==> src/design/ftoi_pkg.sv <==
// Shared types, constants and codes for the scaled float-to-int converter.
package ftoi_pkg;

  typedef enum logic [1:0] {
    RM_TRUNC   = 2'd0,
    RM_NEAREST = 2'd1,
    RM_FLOOR   = 2'd2,
    RM_CEIL    = 2'd3
  } round_mode_e;

  typedef enum logic [1:0] {
    REG_SCALE = 2'd0,
    REG_MODE  = 2'd1
  } reg_index_e;

  localparam int unsigned CfgIdxW = 2;
  localparam int unsigned MantW   = 24;
  localparam int unsigned ExpW    = 10;

  typedef struct packed {
    logic [31:0] float_bits;
    logic        end_of_vector;
  } in_word_t;

  typedef struct packed {
    logic signed [31:0] int_result;
    logic               overflow_flag;
    logic               invalid_flag;
    logic               end_of_vector_out;
  } out_word_t;

  // Decoded operand after the first stage.
  typedef struct packed {
    logic                   neg;
    logic                   is_nan;
    logic                   is_inf;
    logic                   is_zero;
    logic [MantW-1:0]       mant;
    logic signed [ExpW-1:0] shift;
    round_mode_e            mode;
    logic                   eov;
  } dec_t;

  // Aligned magnitude and fraction class after the second stage.
  typedef struct packed {
    logic        neg;
    logic        is_nan;
    logic        is_inf;
    logic        big;
    logic [31:0] mag;
    logic [1:0]  cls;
    round_mode_e mode;
    logic        eov;
  } aln_t;

  localparam logic [1:0] ClsExact = 2'd0;
  localparam logic [1:0] ClsBelow = 2'd1;
  localparam logic [1:0] ClsHalf  = 2'd2;
  localparam logic [1:0] ClsAbove = 2'd3;

endpackage

==> src/design/ftoi_decode.sv <==
// First stage: decode the float fields and fold in the scale exponent.
module ftoi_decode import ftoi_pkg::*; (
  input  logic              clk_i,
  input  logic              rst_ni,
  input  logic              adv_i,
  input  logic              valid_i,
  input  in_word_t          word_i,
  input  logic signed [7:0] scale_i,
  input  round_mode_e       mode_i,
  output logic              valid_o,
  output dec_t              dec_o
);

  logic [7:0]  ex;
  logic [22:0] fr;
  dec_t        dec_d, dec_q;
  logic        valid_q;
  logic signed [ExpW-1:0] e_unb;

  assign ex = word_i.float_bits[30:23];
  assign fr = word_i.float_bits[22:0];

  always_comb begin
    e_unb = (ex == 8'd0) ? -ExpW'(signed'(10'sd149))
                         : signed'({2'b00, ex}) - ExpW'(signed'(10'sd150));
    dec_d.neg     = word_i.float_bits[31];
    dec_d.is_nan  = (ex == 8'hFF) && (fr != 23'd0);
    dec_d.is_inf  = (ex == 8'hFF) && (fr == 23'd0);
    dec_d.is_zero = (ex == 8'd0) && (fr == 23'd0);
    dec_d.mant    = {(ex != 8'd0), fr};
    dec_d.shift   = e_unb + ExpW'(scale_i);
    dec_d.mode    = mode_i;
    dec_d.eov     = word_i.end_of_vector;
  end

  always_ff @(posedge clk_i or negedge rst_ni) begin
    if (!rst_ni) begin
      valid_q <= 1'b0;
    end else if (adv_i) begin
      valid_q <= valid_i;
    end
  end

  always_ff @(posedge clk_i) begin
    if (adv_i) begin
      dec_q <= dec_d;
    end
  end

  assign valid_o = valid_q;
  assign dec_o   = dec_q;

endmodule

==> src/design/ftoi_align.sv <==
// Second stage: shift the significand into place and classify the fraction.
module ftoi_align import ftoi_pkg::*; (
  input  logic clk_i,
  input  logic rst_ni,
  input  logic adv_i,
  input  logic valid_i,
  input  dec_t dec_i,
  output logic valid_o,
  output aln_t aln_o
);

  aln_t        aln_d, aln_q;
  logic        valid_q;
  logic [63:0] wide;
  logic [5:0]  rsh;
  logic [4:0]  lsh;
  logic [39:0] frac;

  always_comb begin
    aln_d.neg    = dec_i.neg;
    aln_d.is_nan = dec_i.is_nan;
    aln_d.is_inf = dec_i.is_inf;
    aln_d.mode   = dec_i.mode;
    aln_d.eov    = dec_i.eov;
    aln_d.big    = 1'b0;
    aln_d.mag    = 32'd0;
    aln_d.cls    = ClsExact;
    rsh  = 6'd0;
    lsh  = 5'd0;
    wide = 64'd0;
    frac = 40'd0;
    if (dec_i.is_zero || dec_i.is_nan || dec_i.is_inf) begin
      aln_d.cls = ClsExact;
    end else if (!dec_i.shift[ExpW-1]) begin
      if (dec_i.shift > ExpW'(31)) begin
        aln_d.big = 1'b1;
      end else begin
        lsh = dec_i.shift[4:0];
        wide = {40'd0, dec_i.mant} << lsh;
        aln_d.mag = wide[31:0];
        aln_d.big = (wide[63:32] != 32'd0);
      end
    end else if (dec_i.shift < -ExpW'(40)) begin
      aln_d.cls = ClsBelow;
    end else begin
      rsh = 6'(-dec_i.shift);
      // mant sits at bits [63:40]; the right shift leaves integer in [63:40]
      wide = {dec_i.mant, 40'd0} >> rsh;
      aln_d.mag = {8'd0, wide[63:40]};
      frac = wide[39:0];
      if (frac == 40'd0) begin
        aln_d.cls = ClsExact;
      end else if (!frac[39]) begin
        aln_d.cls = ClsBelow;
      end else if (frac[38:0] == 39'd0) begin
        aln_d.cls = ClsHalf;
      end else begin
        aln_d.cls = ClsAbove;
      end
    end
  end

  always_ff @(posedge clk_i or negedge rst_ni) begin
    if (!rst_ni) begin
      valid_q <= 1'b0;
    end else if (adv_i) begin
      valid_q <= valid_i;
    end
  end

  always_ff @(posedge clk_i) begin
    if (adv_i) begin
      aln_q <= aln_d;
    end
  end

  assign valid_o = valid_q;
  assign aln_o   = aln_q;

endmodule

==> src/design/ftoi_round.sv <==
// Third stage: round, negate and saturate into the output register.
module ftoi_round import ftoi_pkg::*; (
  input  logic      clk_i,
  input  logic      rst_ni,
  input  logic      adv_i,
  input  logic      valid_i,
  input  aln_t      aln_i,
  output logic      valid_o,
  output out_word_t word_o
);

  out_word_t   word_d, word_q;
  logic        valid_q;
  logic        inc;
  logic [32:0] mag;

  always_comb begin
    case (aln_i.mode)
      RM_NEAREST: inc = aln_i.neg ? (aln_i.cls == ClsAbove)
                                  : (aln_i.cls == ClsHalf || aln_i.cls == ClsAbove);
      RM_FLOOR:   inc = aln_i.neg && (aln_i.cls != ClsExact);
      RM_CEIL:    inc = !aln_i.neg && (aln_i.cls != ClsExact);
      default:    inc = 1'b0;
    endcase
    mag = {1'b0, aln_i.mag} + {32'd0, inc};
    word_d.end_of_vector_out = aln_i.eov;
    word_d.invalid_flag      = aln_i.is_nan;
    word_d.overflow_flag     = 1'b0;
    word_d.int_result        = 32'sd0;
    if (aln_i.is_nan) begin
      word_d.int_result = 32'sd0;
    end else if (aln_i.neg) begin
      if (aln_i.is_inf || aln_i.big || mag > 33'h0_8000_0000) begin
        word_d.overflow_flag = 1'b1;
        word_d.int_result    = 32'sh8000_0000;
      end else begin
        word_d.int_result = signed'(32'd0 - mag[31:0]);
      end
    end else begin
      if (aln_i.is_inf || aln_i.big || mag > 33'h0_7FFF_FFFF) begin
        word_d.overflow_flag = 1'b1;
        word_d.int_result    = 32'sh7FFF_FFFF;
      end else begin
        word_d.int_result = signed'(mag[31:0]);
      end
    end
  end

  always_ff @(posedge clk_i or negedge rst_ni) begin
    if (!rst_ni) begin
      valid_q <= 1'b0;
    end else if (adv_i) begin
      valid_q <= valid_i;
    end
  end

  always_ff @(posedge clk_i) begin
    if (adv_i) begin
      word_q <= word_d;
    end
  end

  assign valid_o = valid_q;
  assign word_o  = word_q;

endmodule

==> src/design/float_to_int_scaled_rounding.sv <==
// Top level of the scaled float-to-int32 converter.
//
// Input channel in_valid_i / in_stall_o carries one float word per cycle;
// output channel out_valid_o / out_stall_i returns one integer word each.
// A word is taken on an edge where valid is high and stall is low.
// Configuration: cfg_valid_i / cfg_ready_o with cfg_index_i and cfg_data_i;
// index 0 is the signed scale exponent, index 1 the rounding mode, others
// are dropped. cfg_ready_o is always high; write only while idle.
// Three register stages: decode, align, round. An accepted word passes
// through each in turn, then out_valid_o rises and the word can leave.
// Throughput is one word per cycle while in_stall_o stays low.
// A stage that holds a word advances only when the output is free or a
// bubble ahead can absorb it; when out_stall_i is high the pipeline holds
// and in_stall_o rises once every stage is full.
// Reset clears all valid bits, sets scale to 0 and mode to truncate.
module float_to_int_scaled_rounding import ftoi_pkg::*; (
  input  logic               clk_i,
  input  logic               rst_ni,
  input  logic               in_valid_i,
  output logic               in_stall_o,
  input  in_word_t           in_word_i,
  output logic               out_valid_o,
  input  logic               out_stall_i,
  output out_word_t          out_word_o,
  input  logic               cfg_valid_i,
  output logic               cfg_ready_o,
  input  logic [CfgIdxW-1:0] cfg_index_i,
  input  logic [7:0]         cfg_data_i
);

  logic signed [7:0] scale_q;
  round_mode_e       mode_q;
  logic              v1, v2, v3;
  logic              adv1, adv2, adv3;
  dec_t              dec;
  aln_t              aln;

  assign cfg_ready_o = 1'b1;

  always_ff @(posedge clk_i or negedge rst_ni) begin
    if (!rst_ni) begin
      scale_q <= 8'sd0;
      mode_q  <= RM_TRUNC;
    end else if (cfg_valid_i) begin
      case (reg_index_e'(cfg_index_i))
        REG_SCALE: scale_q <= signed'(cfg_data_i);
        REG_MODE:  mode_q  <= round_mode_e'(cfg_data_i[1:0]);
        default:   ;
      endcase
    end
  end

  assign adv3 = !v3 || !out_stall_i;
  assign adv2 = adv3 || !v2;
  assign adv1 = adv2 || !v1;
  assign in_stall_o = !adv1;

  ftoi_decode u_dec (
    .clk_i, .rst_ni, .adv_i(adv1), .valid_i(in_valid_i), .word_i(in_word_i),
    .scale_i(scale_q), .mode_i(mode_q), .valid_o(v1), .dec_o(dec)
  );

  ftoi_align u_aln (
    .clk_i, .rst_ni, .adv_i(adv2), .valid_i(v1), .dec_i(dec),
    .valid_o(v2), .aln_o(aln)
  );

  ftoi_round u_rnd (
    .clk_i, .rst_ni, .adv_i(adv3), .valid_i(v2), .aln_i(aln),
    .valid_o(v3), .word_o(out_word_o)
  );

  assign out_valid_o = v3;

endmodule

==> config.mk <==
export PLATFORM = sky130hd
export DESIGN_NAME = float_to_int_scaled_rounding
export DESIGN_NICKNAME = d
export VERILOG_FILES = /design/src/design/ftoi_pkg.sv /design/src/design/ftoi_decode.sv /design/src/design/ftoi_align.sv /design/src/design/ftoi_round.sv /design/src/design/float_to_int_scaled_rounding.sv
export SDC_FILE = /design/constraint.sdc
export NUM_CORES = 1
export LEC_CHECK = 0
export BUFFER_PORTS_ARGS = -buffer_cell sky130_fd_sc_hd__buf_2
export CAP_MARGIN = 20
export CORE_MARGIN = 1.5
export CORE_UTILIZATION = 45
export DETAILED_ROUTE_END_ITERATION = 10
export GPL_ROUTABILITY_DRIVEN = 0
export HOLD_SLACK_MARGIN = 0.03
export SYNTH_ARGS = -nofsm -noshare
export SYNTH_HDL_FRONTEND = slang
export SYNTH_SLANG_ARGS = --single-unit
==> constraint.sdc <==
create_clock -name clk_i -period 8 [get_ports clk_i]
set_clock_uncertainty 0.2 [all_clocks]
set_input_delay 0.4 -clock clk_i [delete_from_list [all_inputs] [get_ports clk_i]]
set_output_delay 0.4 -clock clk_i [all_outputs]
set_load 0.03 [all_outputs]
After elaboration in Yosys (flattened, before gate mapping)
Index checks and enable logic that the tools add are counted.

Bits in registers: 130. Input bits: 48. Output and inout port bits: 38. Word-level logic and storage cells: 96.

$add $sub $neg: 5. $lt $le $gt $ge: 4. Equal/unequal tests: 7. Shifts and indexed selects: 2. Multiplexer cells: 16. Bitwise logic cells: 2. Reductions and logical operators: 34.

Operator list (count): $mux 32 (4); $shl 24x5->64 (1); $shr 64x6->64 (1); $logic_not 40->1 (1); $logic_not 39->1 (1); $add 32x1->33 (1); $gt 33x31->1 const B (1); $gt 33x32->1 const B (1); $mux 33 (1); $reduce_bool 32->1 (1); $sub 1x32->32 const A (1); $mux 24 (1); $logic_not 23->1 (1); $reduce_bool 23->1 (1); $add 10x8->10 (1); $gt 10x6->1 const B (1); $lt 10x7->1 const B (1); $mux 10 (1); $logic_or 1x1->1 (9); $sub 8x8->9 const B (1); $eq 2x2->1 const B (4); $eq 8x8->1 const B (1); $logic_not 8->1 (1); $mux 1 (8); other kinds (12) (25).

Longest topological paths before layout
Gate-level depths: netlist of the first run.

Depth in word-level cells: 9. Depth in mapped cells: 20. Depth with buffers taken out: 15.

By module
A second synthesis of the first run with hierarchy kept.

Cell total of the unflattened synthesis: 1167. Area, all modules: 10866.7 sq um.

By module, submodules not included: ftoi_align (times used 1, cells each 593, area an instance 5003.5 sq um, sequential area each 1256.2 sq um); ftoi_round (times used 1, cells each 418, area an instance 3599.7 sq um, sequential area each 1076.0 sq um); ftoi_decode (times used 1, cells each 128, area an instance 1844.3 sq um, sequential area each 1256.2 sq um); float_to_int_scaled_rounding (times used 1, cells each 28, area an instance 419.2 sq um, sequential area each 250.2 sq um).

Worst setup path before layout of the first run
No wires, ideal clock.

Path type: register to register. Start: reg u_dec.dec_q (netlist bit u_dec.dec_o[4]). End: reg u_aln.aln_q (netlist bit u_aln.aln_o[3]), data pin. Setup time: 0.265 ns. Data arrival time: 4.048 ns. Data required time: 7.535 ns. Setup slack: 3.487 ns. Stages on the path, launching flop included: 16. Buffers on the path: 5. Period minus slack after synthesis: 4.513 ns. Cells stage by stage: edfxtp_1 -> clkbuf_1 -> clkbuf_1 -> clkbuf_1 -> inv_1 -> ha_1 -> buf_1 -> clkbuf_1 -> mux2i_1 -> a21oi_1 -> mux2i_1 -> a21oi_1 -> o31a_1 -> o32a_1 -> nor3_1 -> a31oi_1.

Cells in the longest elaborated chain, start to end: 7. Elaborated cells between the ends (all ways): 9. Those cells by class: add/sub (1); order compare (1); shift (1); mux (4); reduce/logical (2).

RTL lines: from (decl) (RTL line ftoi_decode.sv:16) `dec_t dec_d, dec_q;`; from (signal assigned) (RTL line ftoi_decode.sv:46) `dec_q <= dec_d;`; $neg 6->6 (RTL line ftoi_align.sv:46) `rsh = 6'(-dec_i.shift);`; $shr 64x6->64 (RTL line ftoi_align.sv:48) `wide = {dec_i.mant, 40'd0} >> rsh;`; $logic_not 39->1 (RTL line ftoi_align.sv:55) `end else if (frac[38:0] == 39'd0) begin`; $mux 1 (RTL line ftoi_align.sv:55); $mux 1 (RTL line ftoi_align.sv:53) `end else if (!frac[39]) begin`; $mux 1 (RTL line ftoi_align.sv:51) `if (frac == 40'd0) begin`; $mux 1 * (RTL line ftoi_align.sv:43) `end else if (dec_i.shift < -ExpW'(40)) begin`; to (signal assigned) (RTL line ftoi_align.sv:73) `aln_q <= aln_d;`; to (decl) (RTL line ftoi_align.sv:12) `aln_t aln_d, aln_q;`.

Mark *: on every way between the ends. The rest lies on a longest branch, timed or not. A chain may end at the register's enable or synchronous reset.

Final worst setup path of the first run
Start: reg u_aln.aln_q (netlist bit u_aln.aln_o[40]). End: reg u_rnd.word_q (netlist bit u_rnd.word_o[16]), data pin.

Cells in the longest elaborated chain, start to end: 8. Elaborated cells between the ends (all ways): 14. Those cells by class: add/sub (2); order compare (2); mux (5); reduce/logical (5).

RTL lines: $logic_not 1->1 (RTL line ftoi_round.sv:22) `RM_CEIL: inc = !aln_i.neg && (aln_i.cls != ClsExact);`; $logic_and 1x1->1 (RTL line ftoi_round.sv:22); $pmux 1 s3 (RTL line ftoi_round.sv:18) `case (aln_i.mode)`; $add 32x1->33 (RTL line ftoi_round.sv:25) `mag = {1'b0, aln_i.mag} + {32'd0, inc};`; $gt 33x31->1 / $gt 33x32->1 (equally long branches) (RTL line ftoi_round.sv:40, ftoi_round.sv:33); $logic_or 1x1->1 (on tied branches) (RTL line ftoi_round.sv:40, ftoi_round.sv:33); $mux 32 (on tied branches) (RTL line ftoi_round.sv:40, ftoi_round.sv:33); $mux 33 * (RTL line ftoi_round.sv:32) `end else if (aln_i.neg) begin`; to (signal assigned) (RTL line ftoi_round.sv:59) `word_q <= word_d;`; to (decl) (RTL line ftoi_round.sv:12) `out_word_t word_d, word_q;`.

Marked as above.

==> impl_results.md, run 1 <==
* Critical-path cell list: buf_4 -> inv_1 -> o31ai_1 -> a32o_1 -> ha_1 -> ha_1 -> nand3_4 -> or4_4 -> xor2_1 -> nand3_1 -> or3_1 -> nor4_4 -> a21o_4 -> nor2_1 -> o31ai_1
* Ant diodes at 0
* Final Hold Viols at 0
* Port bufs at 84
* Placed cells at 1509
* Min-Delay Path Class: primary input to register
* Peak VDD IR at 0.206 mV
* Arr. time, crit path at 5.67 ns
* Fin cells at 1577
* Synth Cell Area at 10600 sq um
* R2R Path Start: u_aln.aln_o[40]
* Top FF cell, synth: edfxtp_1
* Hpwl dp at 21600 um
* Minimum clock period at 5.65 ns
* Final setup viols at 0
* CTS clk-pin slew, worst paths at 0.06 ns
* Commonest non-fill, non-tap cell in the layout: nor2_1
* Worst hold endpoint: u_aln.valid_o
* Antenna violations before repair at 0
* Worst-Skew Late Latency at 0.42 ns
* Worst R2R Path Depth at 15
* Pleak at 4.63 nW
* Final nets at 1310
* Slowest CP cell: or4_4
* Distinct cells, synth at 82
* IO Count at 86
* Syn. warnings at 0
* Status: finished, final reports clean
* Clock H-tree levels at 4
* Post-DR wirelength/cell at 18.9 um
* Register area share after synthesis at 36.1%
* Post-Syn Nets at 1232
* Number of global-route vias before repair at 9081
* CTS tree: built
* Final setup TNS at 0 ns
* TritonCTS Buffers at 17
* Clk buf depth at 2
* Critical path type: register to register
* Drt total wl at 29700 um
* CORE AREA at 23300 sq um
* Final core utilization at 52.1%
* Synth-to-layout area growth at 14.5%
* Clock sink total at 130
* Share of cells above drive strength 1 at 18.0%
* RSZ-0062 raised after global routing: false
* Commonest non-fill, non-tap cells in the layout: 134 x nor2_1, 117 x edfxtp_1, 110 x nand2_1, 93 x a21oi_1, 85 x buf_2
* Die area at 24500 sq um
* Worst R2R Setup Slack at 2.35 ns
* DR iter-0 viols at 862
* Actual slew at the worst max-slew pin at 1.06 ns
* CP startpoint kind: register
* Die H at 157 um
* Highest Clock Rate at 177 MHz
* Worst path max stage delay at 0.62 ns
* Routed Antenna Nets at 0
* Slew margin rel. at 29.5%
* Flip-flop and latch count after synthesis at 130
* Vias at 9439
* Required time worst endpoint at 8.02 ns
* Postcts setup bufs at 0
* GRT Overall Usage at 25.1%
* Vias per cell at 5.99
* Crit end category: register
* Largest net degree at the start of global routing at 57
* Post-synth EDFFs at 117
* Worst R2R End: u_rnd.word_o[16]
* Max Cap Violations at 0
* Die Span X at 157 um
* Hold path cells at 3
* Pwr Density at 313 nW/um^2
* Detailed Routing Iterations Pass 1 at 5
* CP Max Fanout at 51
* CP bufs+invs at 2
* Gr ovfl total at 0
* Syn avg cell area at 9.10 sq um
* Remaining DRCs at 0
* Hold wc startpoint: out_stall_i
* Global-route wire length before repair at 48100 um
* Post-Syn Instances at 1167
* Tcrit/Tclk final at 70.6%
* Clock root buffer: clkbuf_16
* Post-synth ARST share at 10.0%
* Initial Util at 45.5%
* Floorplan row count at 56
* Crit-path leading delay family: simple AND/OR/NAND/NOR gates
* Slew Viols, Final at 0
==> area by class of cell <==
cell class	instances	area, sq um
Inverter	28	105
Clock inverter	13	104
Clock buffer	19	433
Fill cell	2165	11200
Timing Repair Buffer	138	923
Tap cell	319	399
Sequential cell	130	3840
Multi-Input combinational cell	930	6360
==> registers in the layout, summed over array words and instances (netlist names) <==
| signal | flops |
|---|---|
| u_aln.valid_o | 1 |
| scale_q | 8 |
| u_dec.dec_o | 41 |
| u_rnd.word_o | 35 |
| mode_q | 2 |
| u_rnd.valid_o | 1 |
| u_aln.aln_o | 41 |
| u_dec.valid_o | 1 |
==> where the power goes <==
part / switching (mW) / internal (mW)
Combinational: 1.33 / 0.757
Clock: 0.329 / 0.402
Sequential: 0.0990 / 0.889
Total: 1.76 / 2.05
==> worst max path at each step <==
stage	startpoint	slack, ns	endpoint	cells past startpoint
2_1_floorplan	u_dec.dec_o[4]	3.49	u_aln.aln_o[3]	15
3_3_place_gp	u_aln.aln_o[40]	2.68	u_rnd.word_o[12]	15
3_5_place_dp	u_aln.aln_o[40]	2.47	u_rnd.word_o[16]	15
4_1_cts	u_aln.aln_o[40]	2.45	u_rnd.word_o[16]	15
5_1_grt	u_aln.aln_o[40]	1.90	u_rnd.word_o[12]	15
6_report	u_aln.aln_o[40]	2.35	u_rnd.word_o[16]	15
==> synth_stat cells (12+ instances only) <==
cell	count	area [sq um]
o21ai_0	61	305
nand3_1	37	185
edfxtp_1	117	3510
mux2i_1	62	621
xor2_1	21	184
nor3_1	30	150
mux2_2	39	439
and3_1	14	87.6
clkbuf_1	55	206
nor2_1	134	503
o22ai_1	13	81.3
dfrtp_1	13	325
nand2_1	110	413
xnor2_1	33	289
mux4_2	22	495
o31ai_1	12	90.1
a21oi_1	93	465
nor4_1	31	194
ha_1	16	200
a211oi_1	13	97.6
inv_1	26	97.6
nand4_1	15	93.8
a31oi_1	12	75.1
==> stage by stage <==
step	cell area, sq um	power (mW)	setup slack, ns	hold WS (ns)
floorplan	10600	2.52	3.49	-0.0956
global placement	11200	3.01	2.68	0.101
detailed placement	11300	3.02	2.47	0.103
CTS	12100	3.77	2.45	0.166
global route	12200	4.05	1.90	0.173
finish	12200	3.81	2.35	0.157
==> repair_timing <==
item,4_1_cts,5_1_grt
hold endpoints to repair,47,0
hold buffers,35,0
gates resized for setup,0,0
==> kinds of logic after synthesis <==
family | Yosys count | share of synthesized area [%]
AO/OA/AOI/OAI | 285 | 17.0
AND/OR/NAND/NOR | 450 | 21.3
buffers and inverters | 107 | 4.25
XOR/XNOR | 54 | 4.45
multiplexers | 123 | 14.6
flip-flops | 130 | 36.1
other | 1 | 0.0353
adder cells (fa/ha/maj) | 17 | 2.07
==> tightest hold or removal path: stages <==
cell,delay (ns)
buf_2,0.12
nand3_2,0.14
nand2b_1,0.07
==> routing by layer <==
metal	share of wire [%]	track usage, %	vias up	routed length (um)
met3	5.5	3.68	43	1630
met1	45	34.5	4516	13500
met4	2.1	8.21	0	631
met2	47	40.7	312	14000
li1	-	-	4568	-
met5	0	0	-	0
Power figures use the tool's default switching activity.
==> run 2, diff against run 1 <==
Settings changed: ABC_AREA set to 1, PLACE_DENSITY set to 0.65.
Clock period 8 ns to 4.58 ns, I/O delays scaled along.
==> run 2 against run 1 <==
Sequential cell count unchanged. Clock-buffer cell count shrank 1. Critical path depth is 3 higher. Sequential power rose by 72%. Clock power is 94% higher. Via count up 20%. Worst setup slack got worse by 1.5 ns. Die area grew 4.2%.
==> impl_results.md, run 2 <==
* FF/Latch Area at 3840 sq um
* Die H at 160 um
* GR Layer Usage met3 at 3.69%
* Clk buf depth at 2
* Final Hold Viols at 0
* Final nets at 1811
* Critical path type: register to register
* Sw power at 3.17 mW
* CTS tree: built
* Highest Clock Rate at 271 MHz
* Hold wc startpoint: in_word_i[26]
* CP startpoint: u_aln.aln_o[2]
* TritonCTS Buffers at 17
* Worst-Skew Late Latency at 0.43 ns
* Number of global-route vias before repair at 10600
* GR Util met1 at 33.0%
* Clock root buffer: clkbuf_16
* Grt peak-use layer: met2
* Detailed Routing Iterations Pass 1 at 6
* CTS clk-pin slew, worst paths at 0.07 ns
* Multi-input logic area at 6380 sq um
* Slew Viols, Final at 0
* Post-CTS sizing at 0
* Final setup viols at 0
* Status: finished, final reports clean
* Distinct cells, synth at 48
* Combinational share of power at 52.5%
* DP Area at 11700 sq um
* Ant diodes at 0
* Post-synth EDFFs at 117
* Worst Hold Slack at 0.0729 ns
* Sequential Power Share at 25.9%
* CP Max Fanout at 4
* Design Area, Final at 12800 sq um
* Placed cells at 2010
* Required time worst endpoint at 4.55 ns
* Peak VDD IR at 0.279 mV
* Actual slew at the worst max-slew pin at 0.943 ns
* Syn. warnings at 0
* Vias at 11300
* Crit end category: register
* DR iter-0 viols at 1076
* Pint at 3.39 mW
* Area leader, netlist: edfxtp_1
* Initial Util at 45.7%
* Syn avg cell area at 6.71 sq um
* R2R Path Start: u_aln.aln_o[2]
* Final setup TNS at 0 ns
* Commonest non-fill, non-tap cell in the layout: nand2_1
* CP startpoint kind: register
* Post-Syn Instances at 1650
* Most frequent cell after synthesis: nand2_1
* Remaining DRCs at 0
* Gr ovfl total at 0
* Global-route wire length before repair at 52700 um
* Pwr Density at 514 nW/um^2
* Pleak at 5.76 nW
* Tcrit/Tclk final at 80.7%
* Synth-to-layout area growth at 15.3%
* Antenna violations before repair at 0
* Top FF cell, synth: edfxtp_1
* Max Cap Violations at 0
* IO Count at 86
* Clock H-tree levels at 4
* Arr. time, crit path at 3.67 ns
* Synth Cell Area at 11100 sq um
* Post-synth top area share at 31.7%
* Clock sink total at 130
* Drt total wl at 32100 um
* RSZ-0062 raised after global routing: false
* Post-Syn Nets at 1715
* Die area at 25600 sq um
* Net Sw Frac at 48.3%
* Min-Delay Path Class: primary input to register
* Fin cells at 2083
* Post-DR wirelength/cell at 15.4 um
* Port bufs at 84
* Slew margin rel. at 37.1%
* Hold_buf cts at 41
* Register area share after synthesis at 34.7%
* CORE AREA at 24200 sq um
* Die Span X at 160 um
* Post-synth ARST share at 10.0%
* # fillers at 2409
* GRT Overall Usage at 25.8%
* Share of cells above drive strength 1 at 12.9%
* Flip-flop and latch count after synthesis at 130
* Postcts setup bufs at 0
* Floorplan row count at 57
* Hpwl dp at 24600 um
* Vias per cell at 5.42
* Commonest non-fill, non-tap cells in the layout: 535 x nand2_1, 209 x nand3_1, 167 x nor2_1, 130 x inv_1, 118 x o21ai_0
* Largest net degree at the start of global routing at 62
* Commonest cells post-synth: 535 x nand2_1, 209 x nand3_1, 167 x nor2_1
* Ranking of synthesized cells by area: edfxtp_1 32%, nand2_1 18%, nand3_1 9.4%
* Routed Antenna Nets at 0
* Clock network power share at 21.6%
* Minimum clock period at 3.69 ns
* GRT met2 Usage at 42.5%
[run 2: cell types whose count changed after synthesis, moves of 33 or more]
cell and change:
nand3_1 +172, o21ai_0 +57, mux2i_1 -54, nor2_1 +33
inv_1 +104, nand2_1 +425, mux2_2 -33
[run 2: per-layer routing]
layer  wire length (um)  share of wire (%)
met1              13900                 43
met2              15000                 47
met3               1800                5.6
met4               1460                4.5
met5                  0                  0
[run 2: logic make-up after synthesis]
kind of cell	count (synthesis)	share of synthesized area, %
AOI/OAI and AO/OA	223	10.9
DFF	130	34.7
adders and majority gates	17	1.99
other	1	0.0339
buffers and inverters	214	7.69
muxes	14	1.33
xor gates and xnor gates	28	2.28
and+or+nand+nor	1023	41.1
[run 2: layout make-up]
class,instances,share of cell area (%)
Clock inverter,14,1.27
Inverter,146,4.29
Sequential cell,130,30.1
Timing Repair Buffer,145,7.68
Clock buffer,18,3.53
Multi-Input combinational cell,1306,50.0
Tap cell,324,3.17
[run 2: worst max-delay path, stage by stage (launching register included)]
cell      delay [ns]
edfxtp_1        0.40
inv_1           0.07
nand2_1         0.04
a311oi_1        0.35
ha_1            0.22
ha_1            0.22
nand2_2         0.13
inv_2           0.09
nor2_1          0.09
nor3_2          0.20
nand3_1         0.17
nor2_1          0.25
nand3_1         0.24
nor2_1          0.27
nand2_1         0.14
nor2_1          0.11
nand2_1         0.05
nand2_1         0.12
a21oi_1         0.08
[run 2: worst paths after layout]
path / to / slack, ns / cells past startpoint
worst min register to register: u_aln.aln_o[0] / 0.22 / 0
worst max register to register: u_rnd.word_o[34] / 0.89 / 18
worst min-delay path: u_dec.dec_o[36] / 0.07 / 3
worst max-delay path: u_rnd.word_o[34] / 0.89 / 18
max in group asynchronous: scale_q[5] / 3.12 / 3
min in group asynchronous: scale_q[6] / 0.68 / 3
[run 2: metrics by stage]
step,setup WS (ns),power [mW],util [%]
CTS,0.897,6.52,52.7
global placement,0.962,5.05,48.4
detailed placement,0.899,5.07,48.4
global route,0.472,7.07,52.7
floorplan,0.351,4.25,-
finish,0.886,6.56,52.7
[run 2: power groups by stage]
| stage | Combinational, mW | Clock (mW) | Sequential (mW) |
|---|---|---|---|
| after detailed placement | 3.34 | 0 | 1.72 |
| after CTS | 3.38 | 1.44 | 1.70 |
| after global routing | 3.87 | 1.48 | 1.73 |
| final | 3.45 | 1.42 | 1.70 |
| after floorplan | 2.47 | 0 | 1.77 |
| after global placement | 3.33 | 0 | 1.72 |
